==> src/rtl/sctd_pkg.sv <==
package sctd_pkg;

	// Day split: the biased second count is shifted right by 7 and divided by 675.
	localparam int DAY_SECONDS = 86400;
	localparam int DAY_LO_W = 7;
	localparam int DAY_DIV = DAY_SECONDS >> DAY_LO_W;
	localparam int DAY_BIAS_DAYS = 24856;
	localparam logic [32:0] DAY_BIAS = 33'(64'(DAY_BIAS_DAYS) * 64'(DAY_SECONDS));
	localparam int DAY_X_W = 33 - DAY_LO_W;
	localparam int DAY_Q_W = 16;
	localparam int DAY_SH = 27;
	localparam logic [17:0] DAY_MUL = 18'((64'd1 << DAY_SH) / DAY_DIV);
	localparam int SOD_W = 17;

	// Era placement. Every representable sum lands in era 4 or era 5.
	localparam int ERA_DAYS = 146097;
	localparam int DAYS_PER_CENT = 36524;
	localparam int EPOCH_DAYS = 730425;
	localparam int Z_OFS = EPOCH_DAYS - DAY_BIAS_DAYS;
	localparam int ERA5_Q = 5 * ERA_DAYS - Z_OFS;
	localparam int ERA4_OFS = Z_OFS - 4 * ERA_DAYS;
	localparam int ERA4_YEAR_OFS = 4 * 400 - 1900;
	localparam int ERA5_YEAR_OFS = 5 * 400 - 1900;

	// Reciprocal estimates; each is low by at most one and corrected a stage later.
	localparam int Q1460_DIV = 1460;
	localparam int Q1460_SH = 18;
	localparam logic [7:0] Q1460_MUL = 8'((64'd1 << Q1460_SH) / Q1460_DIV);
	localparam int YEAR_DIV = 365;
	localparam int YEAR_SH = 18;
	localparam logic [9:0] YEAR_MUL = 10'((64'd1 << YEAR_SH) / YEAR_DIV);
	localparam int MP_DIV = 153;
	localparam int MP_SH = 11;
	localparam logic [3:0] MP_MUL = 4'((64'd1 << MP_SH) / MP_DIV);
	localparam int SECS_PER_HOUR = 3600;
	localparam int HOUR_SH = 17;
	localparam logic [5:0] HOUR_MUL = 6'((64'd1 << HOUR_SH) / SECS_PER_HOUR);
	localparam int SECS_PER_MIN = 60;
	localparam int MIN_SH = 12;
	localparam logic [6:0] MIN_MUL = 7'((64'd1 << MIN_SH) / SECS_PER_MIN);

	// March-based month index of January, and the shift back to a January-based index.
	localparam int MP_JAN = 10;
	localparam int MP_MAR = 2;
	localparam int MONTH_FEB = 1;

	// Stage at which the date and time of day are both registered.
	localparam int RES_STAGE = 15;

	typedef struct packed {
		logic [7:0] year;
		logic [3:0] month;
		logic [4:0] day;
	} date_t;

	typedef struct packed {
		logic [4:0] hour;
		logic [5:0] minute;
		logic [5:0] second;
	} tod_t;

	// First day of year of each March-based month: (153 * mp + 2) / 5.
	function automatic logic [8:0] month_start(input logic [3:0] mp);
		logic [8:0] r;
		case (mp)
			4'd0: r = 9'd0;
			4'd1: r = 9'd31;
			4'd2: r = 9'd61;
			4'd3: r = 9'd92;
			4'd4: r = 9'd122;
			4'd5: r = 9'd153;
			4'd6: r = 9'd184;
			4'd7: r = 9'd214;
			4'd8: r = 9'd245;
			4'd9: r = 9'd275;
			4'd10: r = 9'd306;
			4'd11: r = 9'd337;
			default: r = 9'd0;
		endcase
		return r;
	endfunction

endpackage

==> src/rtl/sctd_if.sv <==
interface sctd_stamp_if;
	logic valid;
	logic ready;
	logic signed [31:0] timestamp;
	logic signed [31:0] utc_offset;

	modport source (output valid, output timestamp, output utc_offset, input ready);
	modport sink (input valid, input timestamp, input utc_offset, output ready);
endinterface

interface sctd_civil_if;
	logic valid;
	logic ready;
	logic valid_res;
	logic [5:0] second;
	logic [5:0] minute;
	logic [4:0] hour;
	logic [4:0] day_of_month;
	logic [3:0] month_index;
	logic [7:0] years_since_1900;
	logic signed [1:0] dst_flag;

	modport source (output valid, output valid_res, output second, output minute,
		output hour, output day_of_month, output month_index, output years_since_1900,
		output dst_flag, input ready);
	modport sink (input valid, input valid_res, input second, input minute,
		input hour, input day_of_month, input month_index, input years_since_1900,
		input dst_flag, output ready);
endinterface

==> src/rtl/sctd_civil.sv <==
module sctd_civil (
	input  logic clk,
	input  logic en,
	input  logic [sctd_pkg::DAY_Q_W-1:0] q,
	output sctd_pkg::date_t date
);

	logic era5_c;
	logic [17:0] doe_c;
	logic [25:0] a_prod;
	logic [2:0] cent_c;
	logic [17:0] a_mul;
	logic [17:0] a_rem;
	logic [27:0] y_prod;
	logic [17:0] y_mul;
	logic [17:0] y_rem;
	logic [1:0] c100_c;
	logic [17:0] doy_base;
	logic [10:0] w_c;
	logic [14:0] mp_prod;
	logic [10:0] mp_mul;
	logic [10:0] mp_rem;
	logic [10:0] year_c;

	logic era5_s6, era5_s7, era5_s8, era5_s9, era5_s10, era5_s11, era5_s12, era5_s13, era5_s14;
	logic [17:0] doe_s6, doe_s7, doe_s8, doe_s9, doe_s10, doe_s11;
	logic [6:0] a0_s7, a_s8;
	logic [2:0] cent_s7, cent_s8;
	logic leap_s7, leap_s8;
	logic [17:0] t_s9, t_s10;
	logic [8:0] y0_s10, yoe_s11, yoe_s12, yoe_s13, yoe_s14;
	logic [8:0] doy_s12, doy_s13, doy_s14;
	logic [10:0] w_s13;
	logic [3:0] mp0_s13, mp_s14;

	assign era5_c = 18'(q) >= 18'(sctd_pkg::ERA5_Q);
	assign doe_c = era5_c ? 18'(q) - 18'(sctd_pkg::ERA5_Q) : 18'(q) + 18'(sctd_pkg::ERA4_OFS);

	assign a_prod = 26'(doe_s6) * 26'(sctd_pkg::Q1460_MUL);
	// Whole centuries inside the era; the last day of the era counts a fourth.
	assign cent_c = 3'(doe_s6 >= 18'(sctd_pkg::DAYS_PER_CENT))
		+ 3'(doe_s6 >= 18'(2 * sctd_pkg::DAYS_PER_CENT))
		+ 3'(doe_s6 >= 18'(3 * sctd_pkg::DAYS_PER_CENT))
		+ 3'(doe_s6 >= 18'(4 * sctd_pkg::DAYS_PER_CENT));

	assign a_mul = 18'(a0_s7) * 18'(sctd_pkg::Q1460_DIV);
	assign a_rem = doe_s7 - a_mul;

	assign y_prod = 28'(t_s9) * 28'(sctd_pkg::YEAR_MUL);
	assign y_mul = 18'(y0_s10) * 18'(sctd_pkg::YEAR_DIV);
	assign y_rem = t_s10 - y_mul;

	assign c100_c = 2'(yoe_s11 >= 9'd100) + 2'(yoe_s11 >= 9'd200) + 2'(yoe_s11 >= 9'd300);
	assign doy_base = 18'(yoe_s11) * 18'(sctd_pkg::YEAR_DIV) + 18'(yoe_s11[8:2]) - 18'(c100_c);

	assign w_c = 11'(doy_s12) * 11'd5 + 11'd2;
	assign mp_prod = 15'(w_c) * 15'(sctd_pkg::MP_MUL);
	assign mp_mul = 11'(mp0_s13) * 11'(sctd_pkg::MP_DIV);
	assign mp_rem = w_s13 - mp_mul;

	assign year_c = 11'(yoe_s14)
		+ (era5_s14 ? 11'(sctd_pkg::ERA5_YEAR_OFS) : 11'(sctd_pkg::ERA4_YEAR_OFS))
		+ 11'(mp_s14 >= 4'(sctd_pkg::MP_JAN));

	always_ff @(posedge clk) begin
		if (en) begin
			era5_s6 <= era5_c;
			doe_s6 <= doe_c;

			era5_s7 <= era5_s6;
			doe_s7 <= doe_s6;
			a0_s7 <= a_prod[sctd_pkg::Q1460_SH +: 7];
			cent_s7 <= cent_c;
			leap_s7 <= doe_s6 == 18'(sctd_pkg::ERA_DAYS - 1);

			era5_s8 <= era5_s7;
			doe_s8 <= doe_s7;
			a_s8 <= a0_s7 + 7'(a_rem >= 18'(sctd_pkg::Q1460_DIV));
			cent_s8 <= cent_s7;
			leap_s8 <= leap_s7;

			era5_s9 <= era5_s8;
			doe_s9 <= doe_s8;
			t_s9 <= doe_s8 - 18'(a_s8) + 18'(cent_s8) - 18'(leap_s8);

			era5_s10 <= era5_s9;
			doe_s10 <= doe_s9;
			t_s10 <= t_s9;
			y0_s10 <= y_prod[sctd_pkg::YEAR_SH +: 9];

			era5_s11 <= era5_s10;
			doe_s11 <= doe_s10;
			yoe_s11 <= y0_s10 + 9'(y_rem >= 18'(sctd_pkg::YEAR_DIV));

			era5_s12 <= era5_s11;
			yoe_s12 <= yoe_s11;
			doy_s12 <= 9'(doe_s11 - doy_base);

			era5_s13 <= era5_s12;
			yoe_s13 <= yoe_s12;
			doy_s13 <= doy_s12;
			w_s13 <= w_c;
			mp0_s13 <= mp_prod[sctd_pkg::MP_SH +: 4];

			era5_s14 <= era5_s13;
			yoe_s14 <= yoe_s13;
			doy_s14 <= doy_s13;
			mp_s14 <= mp0_s13 + 4'(mp_rem >= 11'(sctd_pkg::MP_DIV));

			date.day <= 5'(doy_s14 - sctd_pkg::month_start(mp_s14) + 9'd1);
			date.month <= (mp_s14 < 4'(sctd_pkg::MP_JAN)) ? mp_s14 + 4'(sctd_pkg::MP_MAR)
				: mp_s14 - 4'(sctd_pkg::MP_JAN);
			date.year <= year_c[7:0];
		end
	end

endmodule

==> src/rtl/sctd_tod.sv <==
module sctd_tod (
	input  logic clk,
	input  logic en,
	input  logic [sctd_pkg::SOD_W-1:0] sod,
	output sctd_pkg::tod_t tod
);

	// The split is done by stage 9 and then held in step with the date lane.
	localparam int TOD_DLY = sctd_pkg::RES_STAGE - 9;

	logic [21:0] h_prod;
	logic [16:0] h_mul;
	logic [16:0] h_rem;
	logic h_ge;
	logic [17:0] m_prod;
	logic [11:0] m_mul;
	logic [11:0] m_rem;
	logic m_ge;

	logic [sctd_pkg::SOD_W-1:0] sod_s6;
	logic [4:0] h0_s6, hour_s7, hour_s8;
	logic [11:0] rh_s7, rh_s8;
	logic [5:0] m0_s8;
	sctd_pkg::tod_t tod_s9;
	sctd_pkg::tod_t tod_dly_q [TOD_DLY];

	assign h_prod = 22'(sod) * 22'(sctd_pkg::HOUR_MUL);
	assign h_mul = 17'(h0_s6) * 17'(sctd_pkg::SECS_PER_HOUR);
	assign h_rem = sod_s6 - h_mul;
	assign h_ge = h_rem >= 17'(sctd_pkg::SECS_PER_HOUR);

	assign m_prod = 18'(rh_s7) * 18'(sctd_pkg::MIN_MUL);
	assign m_mul = 12'(m0_s8) * 12'(sctd_pkg::SECS_PER_MIN);
	assign m_rem = rh_s8 - m_mul;
	assign m_ge = m_rem >= 12'(sctd_pkg::SECS_PER_MIN);

	always_ff @(posedge clk) begin
		if (en) begin
			sod_s6 <= sod;
			h0_s6 <= h_prod[sctd_pkg::HOUR_SH +: 5];

			hour_s7 <= h0_s6 + 5'(h_ge);
			rh_s7 <= 12'(h_ge ? h_rem - 17'(sctd_pkg::SECS_PER_HOUR) : h_rem);

			hour_s8 <= hour_s7;
			rh_s8 <= rh_s7;
			m0_s8 <= m_prod[sctd_pkg::MIN_SH +: 6];

			tod_s9.hour <= hour_s8;
			tod_s9.minute <= m0_s8 + 6'(m_ge);
			tod_s9.second <= 6'(m_ge ? m_rem - 12'(sctd_pkg::SECS_PER_MIN) : m_rem);

			tod_dly_q[0] <= tod_s9;
			for (int i = 1; i < TOD_DLY; i++) begin
				tod_dly_q[i] <= tod_dly_q[i-1];
			end
		end
	end

	assign tod = tod_dly_q[TOD_DLY-1];

endmodule

==> src/rtl/seconds_to_civil_date_time_top.sv <==
// Channel   Dir  Handshake      Payload
// stamp     in   valid/ready    timestamp, utc_offset (signed 32-bit each)
// civil     out  valid/ready    valid_res, second, minute, hour, day_of_month,
//                               month_index, years_since_1900, dst_flag
// cfg       in   cfg_we         cfg_data (dst_mode, 2-bit signed)
//
// One request is taken every cycle while stamp.ready is high; each result passes
// sixteen register stages: offset add, day split, date and time lanes, output.
// Reset clears every stage valid bit and sets dst_mode to -1.
// When the output holds a result that is not taken, all stages freeze together;
// stamp.ready is low in exactly those cycles.
module seconds_to_civil_date_time_top (
	input  logic clk,
	input  logic arst_n,
	sctd_stamp_if.sink stamp,
	sctd_civil_if.source civil,
	input  logic cfg_we,
	input  logic [1:0] cfg_data
);

	localparam int NSTG = sctd_pkg::RES_STAGE + 1;

	logic en;
	logic ovf_c;
	logic [32:0] biased;
	logic [43:0] day_prod;
	logic [25:0] day_mul;
	logic day_ge;
	sctd_pkg::date_t date_s15;
	sctd_pkg::tod_t tod_s15;

	logic [1:0] dst_mode_q;
	logic [NSTG:1] vld_s;
	logic [NSTG-1:2] ovf_s;
	logic [32:0] sum_s1;
	logic [sctd_pkg::DAY_X_W-1:0] x_s2, x_s3;
	logic [sctd_pkg::DAY_LO_W-1:0] lo_s2, lo_s3, lo_s4;
	logic [sctd_pkg::DAY_Q_W-1:0] q0_s3, q0_s4, q_s5;
	logic [10:0] r0_s4;
	logic [sctd_pkg::SOD_W-1:0] sod_s5;
	logic res_ok_s16;
	sctd_pkg::date_t date_s16;
	sctd_pkg::tod_t tod_s16;
	logic [1:0] dst_s16;

	assign en = !vld_s[NSTG] || civil.ready;
	assign stamp.ready = en;

	assign ovf_c = sum_s1[32] ^ sum_s1[31];
	// Adding whole days keeps the count positive so floor division is plain.
	assign biased = sum_s1 + sctd_pkg::DAY_BIAS;
	assign day_prod = 44'(x_s2) * 44'(sctd_pkg::DAY_MUL);
	assign day_mul = 26'(q0_s3) * 26'(sctd_pkg::DAY_DIV);
	assign day_ge = r0_s4 >= 11'(sctd_pkg::DAY_DIV);

	always_ff @(posedge clk or negedge arst_n) begin
		if (!arst_n) begin
			dst_mode_q <= 2'b11;
		end else if (cfg_we) begin
			dst_mode_q <= cfg_data;
		end
	end

	always_ff @(posedge clk or negedge arst_n) begin
		if (!arst_n) begin
			vld_s <= '0;
		end else if (en) begin
			vld_s <= {vld_s[NSTG-1:1], stamp.valid};
		end
	end

	always_ff @(posedge clk) begin
		if (en) begin
			sum_s1 <= {stamp.timestamp[31], stamp.timestamp}
				+ {stamp.utc_offset[31], stamp.utc_offset};

			ovf_s <= {ovf_s[NSTG-2:2], ovf_c};
			x_s2 <= biased[32:sctd_pkg::DAY_LO_W];
			lo_s2 <= biased[sctd_pkg::DAY_LO_W-1:0];

			x_s3 <= x_s2;
			lo_s3 <= lo_s2;
			q0_s3 <= day_prod[sctd_pkg::DAY_SH +: sctd_pkg::DAY_Q_W];

			q0_s4 <= q0_s3;
			lo_s4 <= lo_s3;
			r0_s4 <= 11'(x_s3 - day_mul);

			q_s5 <= q0_s4 + {{(sctd_pkg::DAY_Q_W-1){1'b0}}, day_ge};
			sod_s5 <= {day_ge ? 10'(r0_s4 - 11'(sctd_pkg::DAY_DIV)) : r0_s4[9:0], lo_s4};

			res_ok_s16 <= !ovf_s[NSTG-1];
			date_s16 <= ovf_s[NSTG-1] ? '0 : date_s15;
			tod_s16 <= ovf_s[NSTG-1] ? '0 : tod_s15;
			dst_s16 <= ovf_s[NSTG-1] ? 2'b00 : (dst_mode_q[1] ? 2'b11 : dst_mode_q);
		end
	end

	sctd_civil u_civil (
		.clk  (clk),
		.en   (en),
		.q    (q_s5),
		.date (date_s15)
	);

	sctd_tod u_tod (
		.clk (clk),
		.en  (en),
		.sod (sod_s5),
		.tod (tod_s15)
	);

	assign civil.valid = vld_s[NSTG];
	assign civil.valid_res = res_ok_s16;
	assign civil.second = tod_s16.second;
	assign civil.minute = tod_s16.minute;
	assign civil.hour = tod_s16.hour;
	assign civil.day_of_month = date_s16.day;
	assign civil.month_index = date_s16.month;
	assign civil.years_since_1900 = date_s16.year;
	assign civil.dst_flag = dst_s16;

	a_ovf_zero: assert property (@(posedge clk) disable iff (!arst_n)
		civil.valid && !civil.valid_res |-> civil.second == 6'd0 && civil.minute == 6'd0
			&& civil.hour == 5'd0 && civil.day_of_month == 5'd0 && civil.month_index == 4'd0
			&& civil.years_since_1900 == 8'd0 && civil.dst_flag == 2'sd0)
		else $error("overflowed request produced nonzero fields");

	a_field_range: assert property (@(posedge clk) disable iff (!arst_n)
		civil.valid && civil.valid_res |-> civil.second < 6'd60 && civil.minute < 6'd60
			&& civil.hour < 5'd24 && civil.month_index < 4'd12 && civil.day_of_month != 5'd0
			&& civil.dst_flag != -2'sd2)
		else $error("result field out of range");

	a_feb_len: assert property (@(posedge clk) disable iff (!arst_n)
		civil.valid && civil.valid_res && civil.month_index == 4'(sctd_pkg::MONTH_FEB)
			|-> civil.day_of_month <= 5'd29)
		else $error("February day beyond 29");

endmodule
==> src/flat_wrapper.sv <==
// flat-port wrapper written by rule: the top's interface ports become plain ports
module seconds_to_civil_date_time_top_flat 
  (clk, arst_n, cfg_we, cfg_data, stamp_valid, stamp_timestamp, stamp_utc_offset, stamp_ready, civil_valid, civil_valid_res, civil_second, civil_minute, civil_hour, civil_day_of_month, civil_month_index, civil_years_since_1900, civil_dst_flag, civil_ready);
  sctd_stamp_if stamp_i ();
  sctd_civil_if civil_i ();
  input  logic clk;
  input  logic arst_n;
  input  logic cfg_we;
  input  logic [1:0] cfg_data;
  input wire logic [$bits(stamp_i.valid)-1:0] stamp_valid;
  input wire logic [$bits(stamp_i.timestamp)-1:0] stamp_timestamp;
  input wire logic [$bits(stamp_i.utc_offset)-1:0] stamp_utc_offset;
  output wire logic [$bits(stamp_i.ready)-1:0] stamp_ready;
  output wire logic [$bits(civil_i.valid)-1:0] civil_valid;
  output wire logic [$bits(civil_i.valid_res)-1:0] civil_valid_res;
  output wire logic [$bits(civil_i.second)-1:0] civil_second;
  output wire logic [$bits(civil_i.minute)-1:0] civil_minute;
  output wire logic [$bits(civil_i.hour)-1:0] civil_hour;
  output wire logic [$bits(civil_i.day_of_month)-1:0] civil_day_of_month;
  output wire logic [$bits(civil_i.month_index)-1:0] civil_month_index;
  output wire logic [$bits(civil_i.years_since_1900)-1:0] civil_years_since_1900;
  output wire logic [$bits(civil_i.dst_flag)-1:0] civil_dst_flag;
  input wire logic [$bits(civil_i.ready)-1:0] civil_ready;
  assign stamp_i.valid = stamp_valid;
  assign stamp_i.timestamp = stamp_timestamp;
  assign stamp_i.utc_offset = stamp_utc_offset;
  assign stamp_ready = stamp_i.ready;
  assign civil_valid = civil_i.valid;
  assign civil_valid_res = civil_i.valid_res;
  assign civil_second = civil_i.second;
  assign civil_minute = civil_i.minute;
  assign civil_hour = civil_i.hour;
  assign civil_day_of_month = civil_i.day_of_month;
  assign civil_month_index = civil_i.month_index;
  assign civil_years_since_1900 = civil_i.years_since_1900;
  assign civil_dst_flag = civil_i.dst_flag;
  assign civil_i.ready = civil_ready;
  seconds_to_civil_date_time_top u_core (.clk(clk), .arst_n(arst_n), .stamp(stamp_i), .civil(civil_i), .cfg_we(cfg_we), .cfg_data(cfg_data));
endmodule
==> config.mk <==
export PLATFORM = sky130hd
export DESIGN_NAME = seconds_to_civil_date_time_top_flat
export DESIGN_NICKNAME = d
export VERILOG_FILES = /design/src/rtl/sctd_pkg.sv /design/src/rtl/sctd_if.sv /design/src/rtl/sctd_civil.sv /design/src/rtl/sctd_tod.sv /design/src/rtl/seconds_to_civil_date_time_top.sv /design/src/flat_wrapper.sv
export SDC_FILE = /design/constraint.sdc
export NUM_CORES = 2
export LEC_CHECK = 0
export BUFFER_PORTS_ARGS = -buffer_cell sky130_fd_sc_hd__buf_2
export CORE_ASPECT_RATIO = 1.5
export CORE_MARGIN = 5
export CORE_UTILIZATION = 40
export CTS_CLUSTER_SIZE = 28
export DETAILED_ROUTE_END_ITERATION = 6
export GPL_TIMING_DRIVEN = 0
export PLACE_DENSITY = 0.53
export SYNTH_ARGS = -nofsm -noshare
export SYNTH_HDL_FRONTEND = slang
export SYNTH_SLANG_ARGS = --single-unit
==> constraint.sdc <==
create_clock -name clk -period 24.6 [get_ports clk]
set_input_delay 1.23 -clock clk [delete_from_list [all_inputs] [get_ports clk]]
set_output_delay 1.23 -clock clk [all_outputs]
set_load 0.01 [all_outputs]
==> impl_metrics.yaml <==
clocking:
  clk_pin_slew_ns: 0.06
  cts_tree: "built"
  h-tree-depth: 3
  cts_buffer_depth: 3
  cts_post_setup_buffers_inserted: 0
  cts-resized-gates: 0
  clock_latency_ns: 0.64
  root_buffer: "clkbuf_16"
  cts.sinks: 667
  cts_hold_buf: 0
  cts_buffers: 72
yosys:
  synthTopCellsByCount: "ha_1 (824), inv_1 (727), edfxtp_1 (644)"
  yosysSeqAreaShare_pct: 40.4
  yosysTopAreaCellShare_pct: 39.3
  synthCells: 4009
  synth_edf_count: 644
  synthFlopType: "edfxtp_1"
  async_reset_ff_share_pct: 2.70
  yosys_warnings: 0
  syn_area_mm2: 0.0492
  syn-num-nets: 5252
  synth.largest_area_cell: "edfxtp_1"
  synth_area_leaders: "edfxtp_1 (39%), ha_1 (21%), fa_1 (14%), inv_1 (5.5%), xnor2_1 (3.6%)"
  ys_ff_latch: 667
  synth_area_per_cell_um2: 12.3
  yosysUniqueCellTypes: 77
  synth_most_common_cell: "ha_1"
layout:
  final_area_mm2: 0.0545
  areaGrowthSynthToFinish_pct: 10.8
  register_area_mm2: 0.0199
  fillers: 11400
  drive_gt1_share_pct: 6.75
  stdcell_count: 5856
  finalNetCount: 5453
  multi_input_area_mm2: 0.0265
hold_path:
  hold-path-endpoint: "u_core.u_tod.tod_dly_q[2][12]$_DFFE_PN_"
  hold_depth: 0
  min-delay-start: "u_core.u_tod.tod_dly_q[1][12]$_DFFE_PN_"
  worstHoldPathType: "reg -> reg"
placement:
  placement.cell_area_mm2: 0.0521
  gp_congestion: 0.845
  preCtsSetupSlack_ns: 17.33
  dp.cells: 5726
  port_buffers: 109
  hpwlAfterDp_um: 76200
sta:
  finClkSkew_ns: 0.0154
  worst_pin_slew_ns: 0.865
  hold_viol: 0
  worst_slack_ns: 17.37
  fin_crit_ns: 7.23
  maxSlewHeadroom_pct: 41.8
  drv_slew: 0
  rsz0062_at_grt: "no"
  finalSetupViolCount: 0
  period_share_pct: 29.4
  fin_hold_ws_ns: 0.405
  max_freq_mhz: 138
setup_path:
  endpoint_kind: "flip-flop"
  worst_path_most_repeated_cell: "ha_1"
  rr_worst_depth: 26
  r2r_start: "u_core.u_civil.a0_s7[5]$_DFFE_PN_"
  required_ns: 24.99
  crit_fanout: 6
  reg2reg_setup_slack_ns: 17.37
  critPathKind: "reg -> reg"
  worstReg2RegEnd: "u_core.u_civil.a_s8[6]$_DFFE_PN_"
  arrival_ns: 7.61
  cp-start-kind: "flip-flop"
  worst_path_largest_cell_delay_ns: 0.59
  slowest_stage: "o41ai_1"
floorplanning:
  dieWidth_um: 296
  core-area_mm2: 0.122
  io_pins: 110
  die_area_mm2: 0.130
  die_h_um: 440
  rows: 157
  initial_core_util_pct: 40.3
route:
  drt-met1-wl_um: 31800
  drt_iter0_markers: 846
  ant_nets: 0
  met3_length_um: 2180
  topRoutingLayerUsed: "met4"
  wl_per_cell_um: 15.7
  vias_per_cell: 4.85
  wl_met2_um: 54500
  first_pass_iters: 4
  drc_errors: 0
  via_count: 28400
  postRouteWirelength_um: 91800
global_routing:
  grt_start_max_net_pins: 44
  grt_usage_pct: 14.6
  grt-ovfl-total: 0
  grt_pass1_wl_um: 152000
  grt_pass1_vias: 30400
  antenna_found_initial: 0
job:
  maxCapViolations: 0
status:
  status: "finished, final reports clean"
flip-flops by register name, indices dropped and copies added, names as in the netlist, 11 cells and up, named ones only:
signal / count
u_core.u_civil.doe_s8: 18
u_core.u_tod.tod_dly_q: 102
u_core.u_civil.doe_s7: 18
u_core.sum_s1: 33
u_core.q_s5: 16
u_core.u_tod.rh_s8: 12
u_core.ovf_s: 14
u_core.u_civil.doe_s6: 18
u_core.r0_s4: 11
u_core.u_civil.t_s10: 18
u_core.u_civil.w_s13: 11
u_core.q0_s3: 16
u_core.q0_s4: 16
u_core.u_tod.sod_s6: 17
u_core.x_s2: 26
u_core.u_tod.tod_s9: 17
u_core.vld_s: 16
u_core.u_tod.rh_s7: 12
u_core.u_civil.t_s9: 18
u_core.u_civil.date: 17
u_core.sod_s5: 17
u_core.x_s3: 11
how the worst max path moves through the flow:
stage / from / endpoint / slack (ns) / depth (start not counted)
2_1_floorplan: civil_ready / flip-flop / 1.75 / 8
3_3_place_gp: civil_ready / flip-flop / -7.84 / 9
3_5_place_dp: u_core.u_civil.a0_s7[5]$_DFFE_PN_ / u_core.u_civil.a_s8[6]$_DFFE_PN_ / 17.33 / 26
4_1_cts: u_core.u_civil.a0_s7[5]$_DFFE_PN_ / u_core.u_civil.a_s8[6]$_DFFE_PN_ / 17.30 / 26
5_1_grt: u_core.u_civil.a0_s7[4]$_DFFE_PN_ / u_core.u_civil.a_s8[6]$_DFFE_PN_ / 16.86 / 26
6_report: u_core.u_civil.a0_s7[5]$_DFFE_PN_ / u_core.u_civil.a_s8[6]$_DFFE_PN_ / 17.37 / 26
cells by family (layout without fill, tap and decap cells):
group,count (synthesis),in the layout,synth area share (%)
buffers and inverters,740,996,5.64
AND/OR/NAND/NOR,557,557,5.64
flip-flops,667,667,40.4
AO/OA/AOI/OAI,540,540,7.13
XOR/XNOR,300,300,5.34
multiplexers,33,33,0.727
other,0,1,0
adder cells (fa/ha/maj),1172,1172,35.1
critical path, delay by kind of cell (launching register included):
kind | cells | cell delay (ns)
fa+ha+maj | 8 | 3.03
compound gates | 7 | 1.72
simple gates | 5 | 0.75
flops | 1 | 0.58
xor+xnor | 2 | 0.34
buf+inv | 3 | 0.29
mux | 1 | 0.27
through the flow:
step / utilization (%) / TNS (ns)
6_report: 44.6 / 0
4_1_cts: 44.6 / 0
3_3_place_gp: 42.4 / -2230.30
3_5_place_dp: 42.7 / 0
5_1_grt: 44.6 / 0
2_1_floorplan: - / 0
cells in the final DEF (no fill, tap or decap), drive strengths merged, types with 95 or more instances in the layout:
cell | synthesis | final
inv | 727 | 733
o21ai | 109 | 109
a21oi | 149 | 149
fa | 348 | 348
nand2 | 125 | 125
clkbuf | 11 | 95
xnor2 | 205 | 205
nor2 | 139 | 139
ha | 824 | 824
buf | 2 | 129
edfxtp | 644 | 644
xor2 | 95 | 95
per-layer routing:
metal | track usage (%) | vias up
met5 | 0 | -
met4 | 5.11 | 0
met3 | 1.71 | 140
met2 | 30.9 | 281
met1 | 13.9 | 13800
li1 | - | 14200
layout make-up:
cell class | instances | area share [%]
Sequential cell | 667 | 36.5
Timing Repair Buffer | 127 | 1.67
Multi-Input combinational cell | 2602 | 48.7
Inverter | 727 | 5.00
Clock buffer | 84 | 3.42
Antenna cell | 1 | 0.00459
Tap cell | 1590 | 3.65
Clock inverter | 45 | 1.03
Buffer | 13 | 0.0918
Power is not shown: default switching activity piles up to over one toggle a cycle in this logic, so the estimate is an artifact.
